===== src/rtl/triangle_face_normal_macros.svh =====
// Assertion macros shared by the triangle face normal RTL.
// Included by tfn_sqrt_cell, tfn_div_cell and triangle_face_normal.
`ifndef TRIANGLE_FACE_NORMAL_MACROS_SVH
`define TRIANGLE_FACE_NORMAL_MACROS_SVH

`ifndef SYNTHESIS

// Same-cycle implication, checked at every rising edge outside reset.
`define TFN_ASSERT_IMP(lbl, clk, rst, ante, cons) \
   lbl: assert property (@(posedge clk) disable iff (rst) (ante) |-> (cons)) \
      else $error("triangle_face_normal: check failed");

// Next-cycle implication, checked at every rising edge outside reset.
`define TFN_ASSERT_NEXT(lbl, clk, rst, ante, cons) \
   lbl: assert property (@(posedge clk) disable iff (rst) (ante) |=> (cons)) \
      else $error("triangle_face_normal: check failed");

`else

`define TFN_ASSERT_IMP(lbl, clk, rst, ante, cons)
`define TFN_ASSERT_NEXT(lbl, clk, rst, ante, cons)

`endif

`endif


===== src/rtl/tfn_pkg.sv =====
// Types shared by the triangle face normal block.
// No dependencies; used by tfn_front, the cells and the top level.
package tfn_pkg;

   localparam int FIELD_WIDTH = 16;

   typedef struct packed {
      logic signed [FIELD_WIDTH-1:0] first_x;
      logic signed [FIELD_WIDTH-1:0] first_y;
      logic signed [FIELD_WIDTH-1:0] first_z;
      logic signed [FIELD_WIDTH-1:0] second_x;
      logic signed [FIELD_WIDTH-1:0] second_y;
      logic signed [FIELD_WIDTH-1:0] second_z;
      logic signed [FIELD_WIDTH-1:0] third_x;
      logic signed [FIELD_WIDTH-1:0] third_y;
      logic signed [FIELD_WIDTH-1:0] third_z;
   } tfn_req_type;

   typedef struct packed {
      logic signed [FIELD_WIDTH-1:0] normal_x;
      logic signed [FIELD_WIDTH-1:0] normal_y;
      logic signed [FIELD_WIDTH-1:0] normal_z;
      logic                          degenerate;
   } tfn_rsp_type;

   // Per-item side information carried down the cell chains.
   typedef struct packed {
      logic [2:0] neg;
      logic       degen;
   } tfn_flags_type;

endpackage


===== src/rtl/tfn_div_cell.sv =====
// One cell of the divider chain: one quotient bit for all three components.
// Depends on tfn_pkg and triangle_face_normal_macros.svh.
`include "triangle_face_normal_macros.svh"
module tfn_div_cell #(
   parameter int N     = 34,
   parameter int F     = 14,
   parameter bit FIRST = 1'b0
) (
   input  logic                   clock,
   input  logic                   reset,
   input  logic                   en,
   input  logic                   in_valid,
   input  logic [N-1:0]           in_s,
   input  logic [N:0]             in_r [3],
   input  logic [F:0]             in_q [3],
   input  tfn_pkg::tfn_flags_type in_flags,
   output logic                   out_valid,
   output logic [N-1:0]           out_s,
   output logic [N:0]             out_r [3],
   output logic [F:0]             out_q [3],
   output tfn_pkg::tfn_flags_type out_flags
);
   import tfn_pkg::*;

   logic          valid_ff;
   logic [N-1:0]  s_ff;
   logic [N:0]    r_ff [3];
   logic [F:0]    q_ff [3];
   tfn_flags_type flags_ff;
   logic [N:0]    rr [3];
   logic [2:0]    fits;
   logic [N:0]    r_in [3];

   // The first cell takes the integer bit, so it compares without a shift.
   always_comb begin
      for (int k = 0; k < 3; k++) begin
         rr[k]   = FIRST ? in_r[k] : {in_r[k][N-1:0], 1'b0};
         fits[k] = rr[k] >= {1'b0, in_s};
         r_in[k] = fits[k] ? rr[k] - {1'b0, in_s} : rr[k];
      end
   end

   always_ff @(posedge clock) begin
      if (reset) begin
         valid_ff <= 1'b0;
      end else if (en) begin
         valid_ff <= in_valid;
      end
   end

   always_ff @(posedge clock) begin
      if (en) begin
         s_ff     <= in_s;
         flags_ff <= in_flags;
         for (int k = 0; k < 3; k++) begin
            r_ff[k] <= r_in[k];
            q_ff[k] <= {in_q[k][F-1:0], fits[k]};
         end
      end
   end

   assign out_valid = valid_ff;
   assign out_s     = s_ff;
   assign out_r     = r_ff;
   assign out_q     = q_ff;
   assign out_flags = flags_ff;

   `TFN_ASSERT_IMP(a_rem_below, clock, reset, valid_ff && s_ff != '0, r_ff[0] < {1'b0, s_ff} && r_ff[1] < {1'b0, s_ff} && r_ff[2] < {1'b0, s_ff})
   `TFN_ASSERT_NEXT(a_degen_len, clock, reset, en && in_valid && in_flags.degen, s_ff == '0)

endmodule


===== config.mk =====
export PLATFORM = sky130hd
export DESIGN_NAME = tfn_div_cell
export DESIGN_NICKNAME = d
export VERILOG_FILES = /design/src/rtl/tfn_pkg.sv /design/src/rtl/tfn_div_cell.sv
export VERILOG_INCLUDE_DIRS = /design/src /design/src/rtl
export SDC_FILE = /design/constraint.sdc
export NUM_CORES = 1
export LEC_CHECK = 0
export ABC_AREA = 1
export ABC_CLOCK_PERIOD_IN_PS = 3550
export BUFFER_PORTS_ARGS = -buffer_cell sky130_fd_sc_hd__buf_2
export CORE_MARGIN = 2
export CORE_UTILIZATION = 59
export CTS_BUF_LIST = sky130_fd_sc_hd__clkbuf_16
export DETAILED_ROUTE_END_ITERATION = 12
export PLACE_DENSITY = 0.87
export SLEW_MARGIN = 20
export SYNTH_ARGS = -nofsm -noshare
export SYNTH_HDL_FRONTEND = slang
export SYNTH_SLANG_ARGS = --single-unit

===== constraint.sdc =====
create_clock -name clock -period 3.55 [get_ports clock]
set_clock_uncertainty 0.05 [all_clocks]
set_input_delay 0.355 -clock clock [delete_from_list [all_inputs] [get_ports clock]]
set_output_delay 0.355 -clock clock [all_outputs]
set_load 0.1 [all_outputs]

# Yosys cells after proc, flatten, opt, wreduce, memory -nomap -nowiden
# Cells that the tools add are included.
# Widths: inputs -> output; s select.
[classes]
addsub = 3
order_cmp = 3
muxes = 3
[op_table]
columns = ["operator", "n"]
rows = [
  ["$ge 35x34->1", 3],
  ["$mux 35", 3],
  ["$sub 35x34->35", 3],
]
[totals]
reg_bits = 189
inputBits = 192
out_inout_bits = 189
word_cells = 22

# Longest topological paths before layout
# Gate-level depths: netlist (run 1).
[logic_depth]
depth_word = 2
mapped_depth = 16

# Worst setup path after synthesis (run 1)
# OpenSTA, ideal clock, no wires.
[synth_timing]
kind = "input to register"
startpoint = "in in_s[26]"
endpoint = "reg r_ff (netlist bit out_r[17]), data pin"
arrival_time_ns = 1.805
t_required_ns = 3.248
slack_ns = 1.443
stages = 11
n_path_buf = 1
cell_sequence = "inv_1 -> ha_1 -> nand2_1 -> inv_1 -> a21oi_1 -> nand2_1 -> a21oi_1 -> nand4_4 -> buf_6 -> nand2_1 -> nand2_1"
[synth_rtl]
columns = ["element", "line_no", "rtl"]
rows = [
  ["start: declaration", "tfn_div_cell.sv:13", "input logic [N-1:0] in_s,"],
  ["end signal: indexed assignment", "tfn_div_cell.sv:56", "r_ff[k] <= r_in[k];"],
  ["end: declaration", "tfn_div_cell.sv:27", "logic [N:0] r_ff [3];"],
]

==> summary.txt, run 1 <==
R2r setup slk = 2900 ps
I/O Buffers = 374
Tcrit/Tclk final = 0.7416
Sequential fraction of the synthesis area = 0.3787
Async S/R FF share, synth = 0
Via count = 15250
DRC = 0
Final hold violations = 0
Critical Setup Path Class = in -> reg
TNS Setup = 0 ps
Total gr overflow = 0
Slew @ Worst Pin = 701.6 ps
Leakage = 9.539 nW
Post-synthesis cell type count = 37
Commonest non-fill, non-tap cell in the layout = nand2_1
CTS tree = built
Row count = 58
Root Buffer = clkbuf_16
H-tree Lvls = 4
Final non-filler cell total = 2818
RSZ-0062 raised after global routing = false
Tot Pwr = 9.116 mW
Reg clk slew, reported paths = 90 ps
Final nets = 2768
Routability congestion estimate = 1.027
Synth warn = 0
Critical path arrival = 2790 ps
Critical path startpoint category = input pin
Synth Instances = 2089
CTS buffer count = 17
Initial DRC Count = 1419
Syn Area/Cell = 7.162 µm²
Die area = 26650 µm²
DP HPWL = 41.73 mm
Share of cells above drive strength 1 = 0.2001
Vias per inst = 5.413
Worst setup EP type = register
IO Pins = 381
Commonest non-fill, non-tap cells in the layout = nand2_1 (865), buf_2 (373), inv_1 (317)
Area grow syn2layout = 19.09%
Max Slew Vio Count = 0
Worst R2R Path Depth = 2
Worst-path maximum fanout = 29
Achievable frequency = 379.9 MHz
Max_cap viols = 0
Core area = 25040 µm²
CTS Hold Bufs = 1
GRT Util Overall = 0.3796
Status = complete, no violations
Power Density = 511.6 nW/µm²
Max clock buf depth = 2
Final setup margin = 917.4 ps
DIE HEIGHT = 163.2 µm
First-pass GRT wire length = 76.31 mm
Hold crit path type = in -> reg
WL/cell = 18.16 µm
Worst setup startpoint = in_s[17]
Post-CTS resize count = 0
Starting Density = 0.5976
End of the critical path = out_r[18]
Max IR drop VDD = 0.3651 mV
Number of global-route vias before repair = 14520
Tmin final = 2633 ps
Setup violations, final = 0
Die width = 163.2 µm
Initial antenna violation count = 4
Yosys reg bits = 189
Largest net degree at the start of global routing = 77
Cell area after synthesis = 14960 µm²
Drt pass-1 iters = 5
Number of synthesized flops with an enable pin = 188
Total Wirelength = 51.18 mm
Critical R2R Capture = out_valid
Setup Fix Bufs, Post-CTS = 0
Rel. slew slack = 0.5323
Antenna Nets Post-Route = 0
Worst slack, placed = 559.9 ps
Worst Path Required = 3700 ps
Filler cells = 2088
Reg2reg start = out_valid
Clock latency on the worst-skew pair = 450 ps
Placed insts = 2781
Clock sink count = 189
Syn nets = 2386
Ys flop type = edfxtp_1
[cell usage after synthesis (6+ instances only)]
cell type	n	share of area
edfxtp_1	188	0.38
a21oi_2	6	0.0035
inv_1	317	0.080
nor3_1	14	0.0047
xor2_1	38	0.022
xnor2_1	16	0.0094
ha_1	102	0.085
nand2_2	21	0.0088
nand3_1	109	0.036
o21bai_1	13	0.0065
buf_6	12	0.0090
a21oi_1	70	0.023
nand2_1	865	0.22
o21ai_2	15	0.0088
nand3_2	12	0.0080
buf_4	6	0.0030
nor2_2	13	0.0054
nor2_1	183	0.046
o21ai_0	11	0.0037
inv_2	6	0.0015
nand4_1	13	0.0054
nand3b_1	29	0.015
[through the flow]
step                      hold slack [ps]    util  instance area [µm²]
after floorplan                     377.4       -                14960
after global placement              418.7  0.6854                17160
after detailed placement            440.4  0.6854                17160
after CTS                           20.76  0.7112                17810
after global routing                16.23  0.7115                17810
final                               19.99  0.7116                17820
[critical path, stage by stage]
cell and delay (ps):
buf_2 90, inv_1 190, ha_1 440, nand2_1 140
nor2_1 280, nand2_1 130, nor2_2 230, nand2_1 120
nand2_1 80, nor2_1 40, nand2_2 80, nand2_4 200
buf_12 260, nand2_1 80, nand2_1 60
[report_power, final]
group	total [mW]	internal (mW)	switching (mW)
clock network	2.10	1.04	1.06
logic	4.15	0.818	3.33
registers	2.87	2.79	0.0731
total	9.12	4.65	4.46
[registers in the layout (all words and copies together), names as in the netlist]
signal and cells:
out_r 105, out_q 45, out_s 34, out_flags 4, out_valid 1
[cell families after synthesis]
family,Yosys count,share of synthesized area
XOR/XNOR,54,0.03161
multiplexers,1,0.0006691
adder cells (fa/ha/maj),105,0.08932
buffers and inverters,345,0.09459
flip-flops,189,0.3787
AO/OA/AOI/OAI,127,0.05143
AND/OR/NAND/NOR,1268,0.3537
[how the worst min path moves through the flow]
stage,startpoint,endpoint,slack [ps],depth (start not counted)
3_5_place_dp,out_valid,out_valid,440,2
2_1_floorplan,reset,out_valid,380,1
4_1_cts,in_q[25],out_q[26],20,1
6_report,in_q[19],out_q[20],20,1
3_3_place_gp,out_valid,out_valid,420,2
5_1_grt,in_q[4],out_q[5],20,1
[cell type report]
cell class,instances,area [µm²],share of cell area
timing repair buffer,383,1986,0.1114
antenna,4,10.01,0.0005618
sequential,189,5665,0.3180
tap,330,412.9,0.02317
multi-input combinational,1555,7880,0.4423
clock inverter,15,212.7,0.01194
inverter,325,1225,0.06875
clock buffer,17,425.4,0.02388
[metal layers]
metal | GRT usage | up-vias | share of wire
li1 | - | 7386 | -
met1 | 0.4555 | 6894 | 0.38
met2 | 0.6312 | 796 | 0.46
met3 | 0.07009 | 178 | 0.088
met4 | 0.2369 | 0 | 0.069
met5 | 0 | - | 0
(Power assumes the default switching activity.)
==> inputs of run 2 (changes only) <==
--- a/config.mk
+++ b/config.mk
@@ -7,13 +7,13 @@
 export NUM_CORES = 1
 export LEC_CHECK = 0
 export ABC_AREA = 1
-export ABC_CLOCK_PERIOD_IN_PS = 3550
+export ABC_CLOCK_PERIOD_IN_PS = 2300
 export BUFFER_PORTS_ARGS = -buffer_cell sky130_fd_sc_hd__buf_2
 export CORE_MARGIN = 2
-export CORE_UTILIZATION = 59
+export CORE_UTILIZATION = 50
 export CTS_BUF_LIST = sky130_fd_sc_hd__clkbuf_16
 export DETAILED_ROUTE_END_ITERATION = 12
-export PLACE_DENSITY = 0.87
+export PLACE_DENSITY = 0.79
 export SLEW_MARGIN = 20
 export SYNTH_ARGS = -nofsm -noshare
 export SYNTH_HDL_FRONTEND = slang
==> constraint.sdc (replaced) <==
create_clock -name clock -period 2.3 [get_ports clock]
set_clock_uncertainty 0.05 [all_clocks]
set_input_delay 0.23 -clock clock [delete_from_list [all_inputs] [get_ports clock]]
set_output_delay 0.23 -clock clock [all_outputs]
set_load 0.1 [all_outputs]
==> summary.txt, run 2 (synthesis gave the netlist of run 1 again) <==
Status = finished with violations
Violated checks = hold timing
GR peak layer = met2
Crit-path leading delay family = simple AND/OR/NAND/NOR gates
Grt met3 use = 0.05713
Final non-filler cell total = 3305
Routing usage on met1 = 0.4395
Tot Pwr = 15.03 mW
Fin Hold WS = -18.92 ps
H-tree Lvls = 4
Delay of the slowest cell on the worst path = 450 ps
Via count = 16990
Share of cells above drive strength 1 = 0.2929
Finished Cell Area = 21550 µm²
RSZ-0062 raised after global routing = true
CP max-delay cell = ha_1
Tcrit/Tclk final = 0.9813
Final core occ = 0.7290
Commonest non-fill, non-tap cell in the layout = nand2_1
GRT Util Overall = 0.3747
Largest net degree at the start of global routing = 59
Max IR drop VDD = 0.5479 mV
Reg clk slew, reported paths = 80 ps
Most frequent CP cell = nand2_1
Final nets = 3196
Max FFs per register = 105
DIE HEIGHT = 177.0 µm
Leakage = 11.62 nW
Slew @ Worst Pin = 527.4 ps
DP HPWL = 47.43 mm
Max Slew Vio Count = 0
Number of global-route vias before repair = 16460
Power Density = 697.5 nW/µm²
Worst setup EP type = register
Die area = 31320 µm²
Clock latency on the worst-skew pair = 460 ps
Worst-path maximum fanout = 8
Hold crit path type = in -> reg
Starting Density = 0.5061
GR Layer Usage met2 = 0.6487
Commonest non-fill, non-tap cells in the layout = nand2_1 (863), buf_2 (373), buf_4 (335)
IO Pins = 381
Total gr overflow = 0
I/O Buffers = 374
Critical Setup Path Class = in -> reg
CTS tree = built
Total Wirelength = 59.67 mm
DRC = 0
Setup violations, final = 0
Antenna Nets Post-Route = 0
CP Buf/Inv Count = 3
Area grow syn2layout = 44.03%
Vias per inst = 5.142
Critical path startpoint category = input pin
Tmin final = 2257 ps
Worst Path Required = 2470 ps
Final hold violations = 1
Drt pass-1 iters = 8
Rel. slew slack = 0.6484
Row count = 63
Initial DRC Count = 1331
Max_cap viols = 0
WL/cell = 18.05 µm
Worst path cell trace = buf_2 > clkinvlp_4 > ha_1 > nand2_1 > nand2_1 > a21oi_1 > nand2_1 > a21oi_1 > nand4_4 > buf_4 > nand3_1 > nand2_1
Achievable frequency = 443.1 MHz
Root Buffer = clkbuf_16
CTS buffer count = 17
Core area = 29560 µm²
Placed insts = 3190
Routability congestion estimate = 0.9751
Critical path arrival = 2430 ps
Initial antenna violation count = 2
Max clock buf depth = 2
Area post-placement = 20090 µm²
Die width = 177.0 µm
Clock sink count = 189
First-pass GRT wire length = 88.03 mm
[run 2: changes by cell type in the layout (fill, tap and decap cells not counted), sizes merged]
| cell | change |
|---|---|
| clkinv | -3 |
| clkinvlp | +1 |
| bufinv | -1 |
| clkbuf | +1 |
| dlygate4sd3 | +79 |
| buf | +348 |
| inv | +3 |
| diode | -1 |
[run 2: per-layer routing]
metal  part of all wire  vias up  routed length, µm
met5            0.00018        -                 11
met3              0.070      211               4153
met1               0.39     7687              23220
li1                   -     8234                  -
met2               0.48      860              28780
met4              0.059        2               3502
[run 2: report_power, final]
group,total [mW],switching (mW),internal (mW)
Combinational,7.47,5.40,2.07
Clock,3.12,1.64,1.48
Sequential,4.44,0.131,4.31
[run 2: repair_timing]
item / 4_1_cts / 5_1_grt
resized for setup: 0 / 10
hold buffers: 80 / 0
endpoints found under the hold margin: 80 / 0
setup endpoints to repair: 0 / 33
setup buffers: 0 / 0
[run 2: worst register-to-register path, stage by stage (launching register included)]
cell	delay, ps
dfxtp_1	330
mux2i_1	150
nor2_1	50
[run 2: worst paths after layout]
| check | cells past startpoint | start | slack [ps] | to |
|---|---|---|---|---|
| hold / removal | 3 | in_valid | -20 | out_valid |
| setup / recovery | 12 | in_s[24] | 40 | out_r[33] |
| hold reg to reg | 2 | out_valid | 490 | out_valid |
| setup reg to reg | 2 | out_valid | 1620 | out_valid |
[run 2: cell type report]
cell class                      count  area (µm²)
Antenna cell                        3       7.507
Clock inverter                     15       163.9
Sequential cell                   189        5665
Inverter                          325        1231
Multi-Input combinational cell   1555        7930
Clock buffer                       17       425.4
Fill cell                        2382        8011
Timing Repair Buffer              811        5637
Tap cell                          390       488.0
[run 2: through the flow]
step / setup TNS, ps / setup slack, ps
floorplan: 0 / 317.8
global placement: -27650 / -305.4
detailed placement: -30550 / -356.3
CTS: 0 / 48.66
global route: -289.7 / -27.93
finish: 0 / 42.99
==> inputs of run 3 (changes only) <==
--- a/config.mk
+++ b/config.mk
@@ -7,7 +7,7 @@
 export NUM_CORES = 1
 export LEC_CHECK = 0
 export ABC_AREA = 1
-export ABC_CLOCK_PERIOD_IN_PS = 2300
+export ABC_CLOCK_PERIOD_IN_PS = 2050
 export BUFFER_PORTS_ARGS = -buffer_cell sky130_fd_sc_hd__buf_2
 export CORE_MARGIN = 2
 export CORE_UTILIZATION = 50
==> constraint.sdc (replaced) <==
create_clock -name clock -period 2.05 [get_ports clock]
set_clock_uncertainty 0.05 [all_clocks]
set_input_delay 0.205 -clock clock [delete_from_list [all_inputs] [get_ports clock]]
set_output_delay 0.205 -clock clock [all_outputs]
set_load 0.1 [all_outputs]
==> summary.txt, run 3 (synthesis gave the netlist of run 1 again) <==
Status = finished with violations
Violated checks = hold timing, setup timing
Rel. slew slack = 0.6486
Hold depth = 3
Row count = 63
Final setup margin = -57.66 ps
Power Density = 748.1 nW/µm²
Slew @ Worst Pin = 530.8 ps
GR peak layer = met2
DIE HEIGHT = 177.0 µm
Total gr overflow = 0
Grt met3 use = 0.05777
CTS tree = built
First-pass GRT wire length = 88.34 mm
Setup violations, final = 15
Tot Pwr = 17.19 mW
CP max-delay cell = ha_1
Initial antenna violation count = 1
Tcrit/Tclk final = 1.028
Final nets = 3274
Area grow syn2layout = 53.63%
DRC = 0
I/O Buffers = 374
CP Buf/Inv Count = 4
Routability congestion estimate = 0.9984
Core area = 29560 µm²
Reg2reg start = out_valid
Max_cap viols = 0
Max IR drop VDD = 0.7956 mV
Worst R2R Path Depth = 3
Worst path cell trace = buf_2 > inv_1 > ha_1 > buf_4 > buf_4 > nand2_1 > nand2_1 > o21bai_1 > o21bai_1 > nor2_1 > nand3_1 > nand3_1 > nand2_1
Critical path startpoint category = input pin
Tmin final = 2108 ps
Worst setup EP type = register
Critical Setup Path Class = in -> reg
Most frequent CP cell = nand2_1
Share of cells above drive strength 1 = 0.3528
Root Buffer = clkbuf_16
R2r setup slk = 840 ps
Die width = 177.0 µm
Critical R2R Capture = out_valid
Via count = 17640
Reg clk slew, reported paths = 80 ps
Largest net degree at the start of global routing = 47
Worst Hold End = out_r[75]
Max FFs per register = 105
Finished Cell Area = 22980 µm²
RSZ-0062 raised after global routing = true
GR Layer Usage met2 = 0.6466
GRT Util Overall = 0.3715
Max clock buf depth = 2
Clock sink count = 189
Commonest non-fill, non-tap cells in the layout = nand2_1 (836), buf_4 (395), buf_2 (371)
Routing usage on met1 = 0.4388
Drt pass-1 iters = 7
Commonest non-fill, non-tap cell in the layout = nand2_1
Area post-placement = 20200 µm²
Starting Density = 0.5061
H-tree Lvls = 4
Final hold violations = 1
Antenna Nets Post-Route = 0
Achievable frequency = 474.5 MHz
Vias per inst = 5.214
Critical path arrival = 2260 ps
Initial DRC Count = 1503
DP HPWL = 46.42 mm
Hold crit path type = in -> reg
Max Slew Vio Count = 0
Fin Hold WS = -1.483 ps
Die area = 31320 µm²
IO Pins = 381
WL/cell = 18.43 µm
Worst hold start = in_r[74]
Number of global-route vias before repair = 16790
Delay of the slowest cell on the worst path = 330 ps
Worst-path maximum fanout = 3
Clock latency on the worst-skew pair = 450 ps
Total Wirelength = 62.35 mm
CTS buffer count = 17
Leakage = 11.97 nW
Crit-path leading delay family = buffers and inverters
Worst Path Required = 2200 ps
==> run 3: cell types whose count changed in the layout (fill, tap and decap cells not counted), moves of 8 or more <==
| cell | before | now |
|---|---|---|
| ha_1 | 99 | 57 |
| ha_4 | 3 | 39 |
| inv_1 | 317 | 303 |
| nand2_1 | 863 | 836 |
| nor2_2 | 14 | 33 |
| nand3_2 | 13 | 21 |
| nand3_1 | 108 | 98 |
| dlygate4sd3_1 | 80 | 94 |
| buf_4 | 335 | 395 |
| a21oi_1 | 70 | 56 |
| nand2_2 | 23 | 50 |
| clkinvlp_4 | 1 | 14 |
| nor2_1 | 182 | 157 |
| a21oi_2 | 6 | 19 |
==> run 3: worst register-to-register path: cells and delay by family, from the launching register on <==
| kind | cells | cell delay [ps] |
|---|---|---|
| and+or+nand+nor | 1 | 50 |
| muxes | 1 | 130 |
| DFF | 1 | 320 |
| buffers and inverters | 1 | 540 |
==> run 3: area by class of cell <==
type | instances | area [µm²]
multi-input cells | 1556 | 8728
fillers | 2138 | 6575
repair buffers | 886 | 6221
flip-flops and latches | 189 | 5665
inverters | 325 | 1280
well taps | 390 | 488.0
clock buffers | 17 | 425.4
clock inverters | 15 | 151.4
repair inverters | 2 | 17.52
diodes | 3 | 7.507
==> run 3: layer usage <==
metal,up-vias,wire (µm)
met5,-,0
met4,0,3942
met3,247,5192
met2,955,30190
met1,8038,23020
li1,8399,-
==> run 3: power by group <==
part           leakage, nW  internal, mW  switching, mW  total [mW]
combinational         9.84          2.58           6.25        8.82
clock                0.281          1.63           1.77        3.39
sequential            1.85          4.84          0.142        4.98
==> run 3: worst max path at each step <==
| stage | endpoint | depth (start not counted) | slack (ps) | startpoint |
|---|---|---|---|---|
| after global routing | out_r[100] | 15 | -130 | in_s[27] |
| after global placement | out_r[23] | 12 | -540 | in_s[24] |
| after detailed placement | out_r[23] | 12 | -590 | in_s[24] |
| after CTS | out_r[60] | 16 | -20 | in_s[21] |
| final | out_r[98] | 13 | -60 | in_s[27] |
| after floorplan | out_r[17] | 11 | 90 | in_s[26] |
==> run 3: repair_timing <==
action	4_1_cts	5_1_grt
setup endpoints to repair	62	106
hold endpoints to repair	93	0
setup buffers	2	23
pin swaps	0	21
cloned	0	5
resized for setup	10	162
hold buffers	94	0
==> run 3: metrics by stage <==
step / util / std cells / setup slack, ps / setup TNS, ps
6_report: 0.7776 / 3383 / -57.66 / -246.0
5_1_grt: 0.7775 / 3382 / -129.5 / -5221
4_1_cts: 0.7372 / 3352 / -15.89 / -15.89
3_5_place_dp: 0.6833 / 3224 / -585.6 / -50220
3_3_place_gp: 0.6833 / 3224 / -544.3 / -46420
2_1_floorplan: - / 2089 / 92.83 / 0
