### config.mk
export PLATFORM = sky130hd
export DESIGN_NAME = tfn_sqrt_cell
export DESIGN_NICKNAME = d
export VERILOG_FILES = /design/src/rtl/tfn_pkg.sv /design/src/rtl/tfn_sqrt_cell.sv
export VERILOG_INCLUDE_DIRS = /design/src /design/src/rtl
export SDC_FILE = /design/constraint.sdc
export NUM_CORES = 1
export LEC_CHECK = 0
export BUFFER_PORTS_ARGS = -buffer_cell sky130_fd_sc_hd__buf_4
export CORE_AREA = 2 2 192 194
export DETAILED_ROUTE_END_ITERATION = 12
export DIE_AREA = 0 0 194 196
export PLACE_DENSITY = 0.62
export SLEW_MARGIN = 30
export SYNTH_ARGS = -nofsm -noshare
export SYNTH_HDL_FRONTEND = slang
export SYNTH_SLANG_ARGS = --single-unit
### constraint.sdc
create_clock -name clock -period 3.8 [get_ports clock]
set_input_delay 0.76 -clock clock [delete_from_list [all_inputs] [get_ports clock]]
set_output_delay 0.76 -clock clock [all_outputs]
set_load 0.02 [all_outputs]
### src/rtl/triangle_face_normal_macros.svh
// Assertion macros shared by the triangle face normal RTL.
// Included by tfn_sqrt_cell, tfn_div_cell and triangle_face_normal.
`ifndef TRIANGLE_FACE_NORMAL_MACROS_SVH
`define TRIANGLE_FACE_NORMAL_MACROS_SVH

`ifndef SYNTHESIS

// Same-cycle implication, checked at every rising edge outside reset.
`define TFN_ASSERT_IMP(lbl, clk, rst, ante, cons) \
   lbl: assert property (@(posedge clk) disable iff (rst) (ante) |-> (cons)) \
      else $error("triangle_face_normal: check failed");

// Next-cycle implication, checked at every rising edge outside reset.
`define TFN_ASSERT_NEXT(lbl, clk, rst, ante, cons) \
   lbl: assert property (@(posedge clk) disable iff (rst) (ante) |=> (cons)) \
      else $error("triangle_face_normal: check failed");

`else

`define TFN_ASSERT_IMP(lbl, clk, rst, ante, cons)
`define TFN_ASSERT_NEXT(lbl, clk, rst, ante, cons)

`endif

`endif

### src/rtl/tfn_pkg.sv
// Types shared by the triangle face normal block.
// No dependencies; used by tfn_front, the cells and the top level.
package tfn_pkg;

   localparam int FIELD_WIDTH = 16;

   typedef struct packed {
      logic signed [FIELD_WIDTH-1:0] first_x;
      logic signed [FIELD_WIDTH-1:0] first_y;
      logic signed [FIELD_WIDTH-1:0] first_z;
      logic signed [FIELD_WIDTH-1:0] second_x;
      logic signed [FIELD_WIDTH-1:0] second_y;
      logic signed [FIELD_WIDTH-1:0] second_z;
      logic signed [FIELD_WIDTH-1:0] third_x;
      logic signed [FIELD_WIDTH-1:0] third_y;
      logic signed [FIELD_WIDTH-1:0] third_z;
   } tfn_req_type;

   typedef struct packed {
      logic signed [FIELD_WIDTH-1:0] normal_x;
      logic signed [FIELD_WIDTH-1:0] normal_y;
      logic signed [FIELD_WIDTH-1:0] normal_z;
      logic                          degenerate;
   } tfn_rsp_type;

   // Per-item side information carried down the cell chains.
   typedef struct packed {
      logic [2:0] neg;
      logic       degen;
   } tfn_flags_type;

endpackage

### src/rtl/tfn_sqrt_cell.sv
// One cell of the square-root chain: resolves one root bit per item.
// Depends on tfn_pkg and triangle_face_normal_macros.svh.
`include "triangle_face_normal_macros.svh"
module tfn_sqrt_cell #(
   parameter int N  = 34,
   parameter int MW = 33
) (
   input  logic                   clock,
   input  logic                   reset,
   input  logic                   en,
   input  logic                   in_valid,
   input  logic [2*N-1:0]         in_x,
   input  logic [N+2:0]           in_r,
   input  logic [N-1:0]           in_q,
   input  logic [MW-1:0]          in_mag [3],
   input  tfn_pkg::tfn_flags_type in_flags,
   output logic                   out_valid,
   output logic [2*N-1:0]         out_x,
   output logic [N+2:0]           out_r,
   output logic [N-1:0]           out_q,
   output logic [MW-1:0]          out_mag [3],
   output tfn_pkg::tfn_flags_type out_flags
);
   import tfn_pkg::*;

   logic                valid_ff;
   logic [2*N-1:0]      x_ff;
   logic [N+2:0]        r_ff;
   logic [N-1:0]        q_ff;
   logic [MW-1:0]       mag_ff [3];
   tfn_flags_type       flags_ff;
   logic [N+2:0]        rr;
   logic [N+2:0]        trial;
   logic                fits;
   logic [N+2:0]        r_in;

   // Bring down the next two radicand bits and try appending a one to the root.
   always_comb begin
      rr    = {in_r[N:0], in_x[2*N-1 -: 2]};
      trial = {1'b0, in_q, 2'b01};
      fits  = rr >= trial;
      r_in  = fits ? rr - trial : rr;
   end

   always_ff @(posedge clock) begin
      if (reset) begin
         valid_ff <= 1'b0;
      end else if (en) begin
         valid_ff <= in_valid;
      end
   end

   always_ff @(posedge clock) begin
      if (en) begin
         x_ff     <= {in_x[2*N-3:0], 2'b00};
         r_ff     <= r_in;
         q_ff     <= {in_q[N-2:0], fits};
         mag_ff   <= in_mag;
         flags_ff <= in_flags;
      end
   end

   assign out_valid = valid_ff;
   assign out_x     = x_ff;
   assign out_r     = r_ff;
   assign out_q     = q_ff;
   assign out_mag   = mag_ff;
   assign out_flags = flags_ff;

   `TFN_ASSERT_IMP(a_rem_bound, clock, reset, valid_ff, r_ff <= {2'b00, q_ff, 1'b0})

endmodule

Word level (Yosys, flattened, before mapping)
Cells that the tools add are included.
Word-level totals
  latch bits: 0
  memories: 0
  flip-flop bits (word level): 241
  output and inout port bits: 243
  bits in writable memories: 0
  memory bits (read-only): 0
Operators by class
  reductions and logical operators: 0
  bitwise gates (word level): 0
  equality and inequality tests: 0
  magnitude comparators: 1
  multipliers: 0
  mux-type cells: 1
  add/sub/neg operators: 1
  divide/modulo/power cells: 0
  shift operators: 0
Operators by type and width (count)
  $ge 37x36->1: 1
  $mux 37: 1
  $sub 37x36->37: 1

Longest topological paths before layout
Gate-level depths: netlist of run 1.
  depth in word-level cells: 2
  gate-level depth with buffers: 14

Worst setup path after synthesis of run 1
Ideal clock, no wire load.
  path kind: in2reg
  from: in in_q[4]
  to: reg r_ff[14], in the netlist out_r[14] (data pin)
  arrival: 2986 ps
  cell stages on the path: 12
  setup time: 260 ps
  setup slack: 554 ps
  buffers on the path: 1
  data required time: 3540 ps
  path through: inv_1 ha_1 a211oi_2 o21ai_1 a221oi_2 a21oi_2 o31a_1 o21ai_2 a21o_4 inv_2 buf_6 mux2_4
On the way
  longest elaborated chain between the ends: 2
RTL lines
  start: declaration: RTL line tfn_sqrt_cell.sv:14  | input logic [N-1:0] in_q,
  $sub 37x36->37 / $ge 37x36->1 (equally long branches): RTL line tfn_sqrt_cell.sv:42, tfn_sqrt_cell.sv:41
  $mux 37 (*): RTL line tfn_sqrt_cell.sv:42  | r_in = fits ? rr - trial : rr;
  via r_in[14]: RTL line tfn_sqrt_cell.sv:35  | logic [N+2:0] r_in;
  end signal: assignment: RTL line tfn_sqrt_cell.sv:56  | r_ff <= r_in;
  end: declaration: RTL line tfn_sqrt_cell.sv:28  | logic [N+2:0] r_ff;
Mark *: on every way through the listed nets, which the timed path passes. The rest lies on a longest branch.
A chain may end at the register's enable or synchronous reset.

Worst setup path after layout of run 1
  from: in in_q[14]
  to: reg r_ff[15], in the netlist out_r[15] (data pin)
On the way
  longest elaborated chain between the ends: 2
RTL lines
  $ge 37x36->1: RTL line tfn_sqrt_cell.sv:41  | fits = rr >= trial;
  $mux 37: RTL line tfn_sqrt_cell.sv:42
  via r_in[15]: RTL line tfn_sqrt_cell.sv:35
The timed path passes the listed nets, and every way through them passes these cells.

==> flow_summary.toml, run 1 <==
[critical_path]
max_stage_delay_ps = 370
cp_slowest_cell = "nor4_1"
critPathCaptureType = "register"
path_cells = "buf_4 -> inv_1 -> ha_1 -> and2_1 -> nand3_1 -> nor4_1 -> buf_4 -> nand4_1 -> o31ai_2 -> a211oi_1 -> a21o_4 -> inv_2 -> buf_12 -> mux2_4"
reg2reg_to = "out_valid$_SDFFE_PP0P_"
critPathArrivalTime_ps = 3490
r2r_slack_ps = 3150
crit_start = "in_q[14]"
startpoint_type = "input pin"
worstPathRequired_ps = 4090
reg2reg_depth = 2
worstSetupPathType = "in2reg"
reg2reg_from = "out_valid$_SDFFE_PP0P_"
crit_buf_inv = 5
critPathMostFrequentCell = "buf_4"
cp_top_family = "simple AND/OR/NAND/NOR gates"
cp_max_fo = 23

[grt]
grt_pass1_vias = 7388
grt_max_degree = 80
grt_pass1_wl_mm = 47.53
grt_usage_pct = 16.78
gr-total-overflow = 0
grt_antenna_before_repair = 5

[sta]
setup_ws_ps = 594.0
maxSlewViolCount = 0
maxSlewHeadroom_pct = 57.36
clock_skew_ps = 0
tightest_slew_ps = 639.6
rsz0062_at_grt = "false"
timing_hold_violations_final = 0
min_period_over_period_pct = 84.37
fmax_mhz = 311.9
finalSetupViolations = 0
period_needed_ps = 3206

[floorplanning]
ios = 489
die_w_um = 194
dieArea_sq_um = 38020
core_sq_um = 36080
initial_utilization_pct = 27.16
die_y_um = 196
fp-row-count = 70

[yosys]
postSynth.asyncResetShare_pct = 0
yosys.area.top_type_share_pct = 73.54
yosysUniqueCellTypes = 51
avgSynthCellArea_sq_um = 15.46
yosys-top-cells-area = "edfxtp_1 74%, ha_1 4.6%, a21oi_1 2.8%, xnor2_1 1.9%, mux2_4 1.8%"
ys_ff_latch = 241
ys_seq_area_share_pct = 73.75
netlist_instances = 634
synth_warnings = 0
syn_area_sq_um = 9799
synth_flop_cell = "edfxtp_1"
yosysTopAreaCell = "edfxtp_1"
synth_edf_count = 240

[power]
ir_worst_vdd_v = 0.0004623
power.switching_uw = 2011
p_clk_share_pct = 36.3
power.total_uw = 7571
p_int_uw = 5559
powerDensity_nw_per_um2 = 500.6
switching_share_pct = 26.57
seqPwrFrac_pct = 43.4
pwr-share-comb_pct = 20.3
leakage_uw = 0.006569

[clock_tree]
cts_buffer_depth = 3
cts_hold_buf = 0
clock_latency_ps = 520
cts_made_buffers = 26
ctsRootBufferMaster = "clkbuf_16"
cts_setup_buffers = 0
cts.clk_slew.worst_paths_ps = 60
cts_sinks = 241
cts_tree = "done"
htree_num_levels = 1
cts_resized = 0

[min_path]
hp-start = "reset"
hold_end = "out_valid$_SDFFE_PP0P_"
hold_path.class = "in2reg"
whs_path_depth = 2

[routing]
wire_per_inst_um = 20.42
met1_length_mm = 12.76
highest_layer = "met5"
viasPerCell = 4.378
wl_met3_mm = 2.554
vias = 7224
dr.pass1.iters = 4
drt_wl_total_mm = 33.69
first_iter_violations = 360
drc_errors = 0
ant_nets = 0
met2WireLength_mm = 17.62

[placement]
gp_congestion = 0.7977
pre_cts_slack_ps = -5.596
dp_hpwl_mm = 26.77
port_buffers = 484
placed_area_sq_um = 14180

[layout]
multi_input_comb_area_sq_um = 2315
utilization_pct = 41.91
final_cell_area_sq_um = 15120
area_growth_pct = 54.33
final_nets = 1442
n_fill_cell = 3358
final_cell_mix = "509 x buf_4, 240 x edfxtp_1, 54 x a21oi_1"
drive_above_1_share_pct = 49.41
final_common_cell = "buf_4"
layout.area.seq_sq_um = 7227

[outcome]
outcome = "finished, final reports clean"

[job]
cap_violations = 0
area by class of cell:
cell class	count	area share [%]
multi-input cells	335	15.31
well taps	468	3.872
clock buffers	27	4.468
inverters	43	1.067
flip-flops and latches	241	47.79
clock inverters	21	1.704
repair buffers	513	25.76
diodes	2	0.03309
through the flow:
stage | instances | TNS (ps) | hold slack [ps]
after CTS | 1648 | 0 | 356.9
after global placement | 1600 | 0 | 530.4
after detailed placement | 1600 | -12.40 | 576.6
after floorplan | 635 | 0 | 578.8
after global routing | 1649 | 0 | 364.5
final | 1650 | 0 | 390.0
layer usage:
metal,vias up,global-route usage [%]
met1,3462,19.22
met4,6,4.545
met3,47,5.037
met2,283,30.38
li1,3426,-
met5,-,0
power groups by stage:
stage,clock network [uW],logic (uW),registers [uW]
floorplan,0,412,3650
global placement,0,1540,3340
detailed placement,0,1550,3340
CTS,2840,1560,3290
global route,2930,1630,3310
finish,2750,1530,3290
cells in the mapped netlist (6+ instances only):
library cell	number
nor2_1	47
nand3_1	7
a21o_1	17
a31oi_1	7
and2_1	6
edfxtp_1	240
xnor2_1	21
clkbuf_1	8
mux2_4	12
ha_1	36
a21oi_1	54
o21ai_0	20
nand2_1	32
xor2_1	12
inv_1	42
flip-flops by register name, summed over array words and instances (netlist names):
signal,cells
out_x,66
out_r,37
out_q,34
out_flags,4
out_valid,1
out_mag,99
logic make-up after synthesis:
| family | synth area share [%] |
|---|---|
| simple gates | 5.273 |
| other cells | 0.03827 |
| buf+inv | 2.668 |
| compound gates | 8.682 |
| fa+ha+maj | 4.597 |
| flops | 73.75 |
| mux | 2.043 |
| xor+xnor | 2.949 |
worst max-delay path by stage:
stage                     endpoint  slack [ps]  depth (start not counted)
2_1_floorplan  out_r[14]$_DFFE_PP_         550                         12
4_1_cts        out_r[15]$_DFFE_PP_         550                         14
6_report       out_r[15]$_DFFE_PP_         590                         14
5_1_grt        out_r[15]$_DFFE_PP_         390                         14
3_5_place_dp   out_r[15]$_DFFE_PP_          -6                         14
3_3_place_gp   out_r[15]$_DFFE_PP_         100                         14
worst reg2reg max path, cell delays in order (launching register included):
cell and delay, ps:
dfxtp_1 330, mux2i_1 150, nor2_1 60
Note: power is estimated with default switching activity, not from simulation.
==> run 2: changes to the inputs <==
--- a/config.mk
+++ b/config.mk
@@ -10,7 +10,7 @@
 export CORE_AREA = 2 2 192 194
 export DETAILED_ROUTE_END_ITERATION = 12
 export DIE_AREA = 0 0 194 196
-export PLACE_DENSITY = 0.62
+export PLACE_DENSITY = 0.64
 export SLEW_MARGIN = 30
 export SYNTH_ARGS = -nofsm -noshare
 export SYNTH_HDL_FRONTEND = slang
==> constraint.sdc (replaced) <==
create_clock -name clock -period 2.8 [get_ports clock]
set_input_delay 0.56 -clock clock [delete_from_list [all_inputs] [get_ports clock]]
set_output_delay 0.56 -clock clock [all_outputs]
set_load 0.02 [all_outputs]
==> run 2 against run 1 <==
Compared with the run above:
- global-route usage rose by 0.91 points
- non-clock buffer count rose by 74
- register-to-register slack worse by 940 ps
- wire length rose by 5.4%
- first-iteration DRC count rose by 14%
- largest power group unchanged
- flip-flop and latch count unchanged
- critical endpoint is now out_r[22]$_DFFE_PP_
- clock power increased by 32%
- cell count grew 4.8%
- highest routed layer unchanged
==> flow_summary.toml, run 2 (synthesized netlist as in run 1, its figures left out) <==
[critical_path]
worstPathRequired_ps = 3090
reg2reg_to = "out_valid$_SDFFE_PP0P_"
reg2reg_from = "out_valid$_SDFFE_PP0P_"
cp_max_fo = 4
startpoint_type = "input pin"
critPathCaptureType = "register"
reg2reg_depth = 2
critPathArrivalTime_ps = 2970
worstSetupPathType = "in2reg"
r2r_slack_ps = 2210

[layout]
final_cell_mix = "582 x buf_4, 240 x edfxtp_1, 52 x a21oi_1"
final_nets = 1518
instances_no_fill = 1729
largest_register_ffs = 99
drive_above_1_share_pct = 53.22
final_common_cell = "buf_4"
area_growth_pct = 61.33

[grt]
grt_antenna_before_repair = 5
grt_pass1_wl_mm = 50.14
gr-total-overflow = 0
grt_pass1_vias = 7745
grt_max_degree = 60
grt_usage_pct = 17.70

[floorplanning]
ios = 489
dieArea_sq_um = 38020
initial_utilization_pct = 27.16
die_y_um = 196
fp-row-count = 70
die_w_um = 194
core_sq_um = 36080

[sta]
fmax_mhz = 373.0
period_needed_ps = 2681
maxSlewHeadroom_pct = 63.73
clock_skew_ps = 0
min_period_over_period_pct = 95.74
maxSlewViolCount = 0
timing_hold_violations_final = 0
tightest_slew_ps = 544.0
worst_hold_slack_ps = 158.2
rsz0062_at_grt = "false"
finalSetupViolations = 0
setup_ws_ps = 119.1

[routing]
drc_errors = 0
first_iter_violations = 411
wire_per_inst_um = 20.53
dr.pass1.iters = 4
viasPerCell = 4.423
drt_wl_total_mm = 35.50
vias = 7648
ant_nets = 0

[clock_tree]
cts_hold_buf = 0
cts_setup_buffers = 0
clock_latency_ps = 550
cts.clk_slew.worst_paths_ps = 60
htree_num_levels = 1
ctsRootBufferMaster = "clkbuf_16"
cts_buffer_depth = 3
cts_sinks = 241
cts_made_buffers = 28
cts_tree = "done"

[outcome]
outcome = "finished, final reports clean"

[placement]
dp_cells = 1674
pre_cts_slack_ps = -496.9
gp_congestion = 0.8654
dp_hpwl_mm = 28.21
port_buffers = 484

[min_path]
whs_path_depth = 2
hp-start = "reset"
hold_end = "out_valid$_SDFFE_PP0P_"
hold_path.class = "in2reg"

[power]
pwr-share-comb_pct = 21.8
ir_worst_vdd_v = 0.0007923
switching_share_pct = 27.10
powerDensity_nw_per_um2 = 655.6
p_int_uw = 7555
power.switching_uw = 2809
leakage_uw = 0.006934
p_clk_share_pct = 35.1
power.total_uw = 10360
seqPwrFrac_pct = 43.1

[job]
cap_violations = 0
## run 2: cell types whose count changed in the layout (fill, tap and decap cells not counted), sizes merged
cell / previous run / this run
inv: 45 / 44
clkinvlp: 4 / 1
clkbuf: 27 / 32
buf: 513 / 587
diode: 2 / 4
bufinv: 5 / 3
clkinv: 10 / 14
## run 2: metal layers
layer	GRT usage [%]	vias up	wire (um)
met5	0	-	27
met4	6.117	4	995
met3	5.707	54	2814
met2	31.84	321	18620
met1	19.65	3688	13050
li1	-	3581	-
## run 2: worst max path at each step
| stage | startpoint | endpoint |
|---|---|---|
| 2_1_floorplan | in_q[4] | out_r[14]$_DFFE_PP_ |
| 3_3_place_gp | in_q[6] | out_r[15]$_DFFE_PP_ |
| 3_5_place_dp | in_q[6] | out_r[7]$_DFFE_PP_ |
| 4_1_cts | in_q[6] | out_r[7]$_DFFE_PP_ |
| 5_1_grt | in_q[1] | out_r[26]$_DFFE_PP_ |
| 6_report | in_q[1] | out_r[22]$_DFFE_PP_ |
## run 2: layout make-up
| cell class | count | area (sq um) |
|---|---|---|
| diodes | 4 | 10.01 |
| clock buffers | 32 | 715.7 |
| clock inverters | 19 | 197.7 |
| fillers | 3338 | 20280 |
| inverters | 43 | 176.4 |
| multi-input cells | 335 | 2432 |
| flip-flops and latches | 241 | 7227 |
| well taps | 468 | 585.6 |
| repair buffers | 587 | 4464 |
## run 2: what timing repair did
item	4_1_cts	5_1_grt
gates resized for setup	0	4
endpoints found under the setup margin	0	16
endpoints found under the hold margin	0	0
## run 2: metrics by stage
| stage | util [%] | instance area, sq um | setup TNS (ps) |
|---|---|---|---|
| 2_1_floorplan | - | 9925 | -308.4 |
| 3_3_place_gp | 41.20 | 14870 | -15360 |
| 3_5_place_dp | 41.20 | 14870 | -16400 |
| 4_1_cts | 43.73 | 15780 | 0 |
| 5_1_grt | 43.80 | 15800 | 0 |
| 6_report | 43.81 | 15810 | 0 |
## run 2: power by group through the flow
stage / clock network [uW] / logic, uW / registers, uW
3_3_place_gp: 0 / 2250 / 4540
2_1_floorplan: 0 / 586 / 4960
5_1_grt: 3860 / 2400 / 4500
4_1_cts: 3740 / 2280 / 4470
6_report: 3640 / 2260 / 4470
3_5_place_dp: 0 / 2270 / 4540
## run 2: worst max-delay path: stages
cell,delay [ps]
buf_4,110
inv_1,80
ha_4,200
buf_4,140
o211ai_1,160
a21oi_1,80
o21ai_0,280
a31oi_1,200
buf_4,180
a31o_2,270
buf_4,150
a21oi_1,170
xnor2_1,250
a21oi_1,130
==> run 3: changes to the inputs <==
--- a/config.mk
+++ b/config.mk
@@ -7,10 +7,12 @@
 export NUM_CORES = 1
 export LEC_CHECK = 0
 export BUFFER_PORTS_ARGS = -buffer_cell sky130_fd_sc_hd__buf_4
-export CORE_AREA = 2 2 192 194
+export CELL_PAD_IN_SITES_DETAIL_PLACEMENT = 1
+export CELL_PAD_IN_SITES_GLOBAL_PLACEMENT = 2
+export CORE_MARGIN = 1
+export CORE_UTILIZATION = 26
 export DETAILED_ROUTE_END_ITERATION = 12
-export DIE_AREA = 0 0 194 196
-export PLACE_DENSITY = 0.64
+export PLACE_DENSITY = 0.86
 export SLEW_MARGIN = 30
 export SYNTH_ARGS = -nofsm -noshare
 export SYNTH_HDL_FRONTEND = slang
==> run 3 against run 2 <==
Compared with the run above:
- sequential power about the same
- cell count grew 2.4%
- non-clock buffer count grew 4
- die area up 1.2%
- utilization fell by 0.54 points
- wire length up 9.7%
- design area up 0.93%
- worst setup slack better by 15 ps
- clock power increased by 5%
- maximum frequency up 0.58%
- total power grew 2.2%
- global-route usage up 1.8 points
==> flow_summary.toml, run 3 (synthesized netlist as in run 1, its figures left out) <==
[outcome]
outcome = "finished, final reports clean"

[critical_path]
cp_slowest_cell = "a221oi_4"
cp_top_family = "compound AO/OA/AOI/OAI gates"
crit_buf_inv = 5
cp_max_fo = 16
r2r_slack_ps = 2220
crit_start = "in_q[4]"
worstSetupPathType = "in2reg"
reg2reg_depth = 2
startpoint_type = "input pin"
cp-endpoint = "out_r[2]$_DFFE_PP_"
critPathArrivalTime_ps = 2950
crit_cells = 15
reg2reg_to = "out_valid$_SDFFE_PP0P_"
max_stage_delay_ps = 350
reg2reg_from = "out_valid$_SDFFE_PP0P_"
critPathMostFrequentCell = "buf_4"
worstPathRequired_ps = 3080
critPathCaptureType = "register"
path_cells = "buf_4 -> inv_12 -> ha_4 -> a211oi_4 -> o21ai_1 -> a221oi_4 -> a21oi_2 -> o31a_1 -> o21ai_2 -> a21o_4 -> inv_4 -> buf_12 -> buf_4 -> nor2_1 -> a21oi_1"

[min_path]
hp-start = "in_x[36]"
hold_path.class = "in2reg"

[sta]
maxSlewViolCount = 0
finalSetupViolations = 0
setup_ws_ps = 134.5
fmax_mhz = 375.2
period_needed_ps = 2665
timing_hold_violations_final = 0
min_period_over_period_pct = 95.20
tightest_slew_ps = 515.3
maxSlewHeadroom_pct = 65.65
clock_skew_ps = 0
worst_hold_slack_ps = 169.9

[routing]
wire_per_inst_um = 22.00
drt_wl_total_mm = 38.94
viasPerCell = 4.355
vias = 7708
ant_nets = 0
drc_errors = 0
first_iter_violations = 269
dr.pass1.iters = 4

[floorplanning]
initial_utilization_pct = 26.58
ios = 489
core_sq_um = 36870
die_w_um = 196.1
dieArea_sq_um = 38470
fp-row-count = 70
die_y_um = 196.1

[grt]
grt_most_used_layer = "met2"
grt_usage_pct = 19.54
grt_max_degree = 58
gr-total-overflow = 0
use_met2_pct = 36.84
use_met3_pct = 6.928
use_met1_pct = 20.31
grt_pass1_vias = 8367
grt_antenna_before_repair = 9
grt_pass1_wl_mm = 54.78

[placement]
port_buffers = 484
pre_cts_slack_ps = -527.7
dp_hpwl_mm = 31.37
placed_area_sq_um = 14940
gp_congestion = 0.8629

[layout]
n_fill_cell = 3882
layout.area.seq_sq_um = 7227
drive_above_1_share_pct = 54.11
area_growth_pct = 62.82
final_cell_mix = "586 x buf_4, 240 x edfxtp_1, 52 x a21oi_1"
final_common_cell = "buf_4"
largest_register_ffs = 99
multi_input_comb_area_sq_um = 2454
final_cell_area_sq_um = 15960
final_nets = 1523

[power]
seqPwrFrac_pct = 42.3
p_clk_share_pct = 36.0
leakage_uw = 0.007000
power.switching_uw = 2877
ir_worst_vdd_v = 0.0004419
switching_share_pct = 27.17
powerDensity_nw_per_um2 = 663.6
pwr-share-comb_pct = 21.7
p_int_uw = 7711

[job]
cap_violations = 0

[clock_tree]
htree_num_levels = 1
ctsRootBufferMaster = "clkbuf_16"
cts.clk_slew.worst_paths_ps = 60
cts_tree = "done"
cts_buffer_depth = 3
cts_hold_buf = 0
cts_sinks = 241
cts_setup_buffers = 0
clock_latency_ps = 540
cts_made_buffers = 29
cts_resized = 0
==> run 3: changes by cell type in the layout (fill, tap and decap cells not counted), sizes merged <==
cell	change
clkinvlp	-1
clkbuf	+2
inv	+2
buf	+4
diode	-2
==> run 3: worst min-delay path by stage <==
stage	slack, ps	cells after the start	end
after floorplan	580	2	out_valid$_SDFFE_PP0P_
after global placement	480	2	out_valid$_SDFFE_PP0P_
after detailed placement	490	2	out_valid$_SDFFE_PP0P_
after CTS	130	1	out_x[23]$_DFFE_PP_
after global routing	140	1	out_x[11]$_DFFE_PP_
final	170	1	out_x[38]$_DFFE_PP_
==> run 3: per-stage QoR <==
step | power [uW] | instances | util (%) | setup TNS, ps
after floorplan | 5546 | 635 | - | -308.4
after global placement | 6811 | 1714 | 40.52 | -13550
after detailed placement | 6858 | 1714 | 40.52 | -15490
after CTS | 10740 | 1768 | 43.15 | 0
after global routing | 10960 | 1769 | 43.26 | -10.64
final | 10590 | 1770 | 43.27 | 0
==> run 3: cell type report <==
cell class	count	area share (%)
Sequential cell	241	45.29
Timing Repair Buffer	591	28.17
Multi-Input combinational cell	335	15.38
Clock buffer	34	4.854
Tap cell	504	3.952
Clock inverter	20	1.215
Inverter	43	1.106
Antenna cell	2	0.03137
==> run 3: worst reg2reg max path, cell delays in order, from the launching register on <==
cell and delay, ps:
dfxtp_1 310, mux2i_1 120, nor2_1 50
==> run 3: power by group through the flow <==
stage / Sequential, uW / Combinational, uW / Clock (uW)
detailed placement: 4550 / 2310 / 0
global route: 4510 / 2440 / 4020
global placement: 4540 / 2270 / 0
CTS: 4480 / 2320 / 3930
finish: 4480 / 2300 / 3810
floorplan: 4960 / 586 / 0
==> run 3: routing by layer <==
metal | up-vias | part of all wire (%)
met5 | - | 0.22
met3 | 63 | 8.8
met1 | 3770 | 35
met4 | 14 | 2.5
met2 | 274 | 53
li1 | 3587 | -
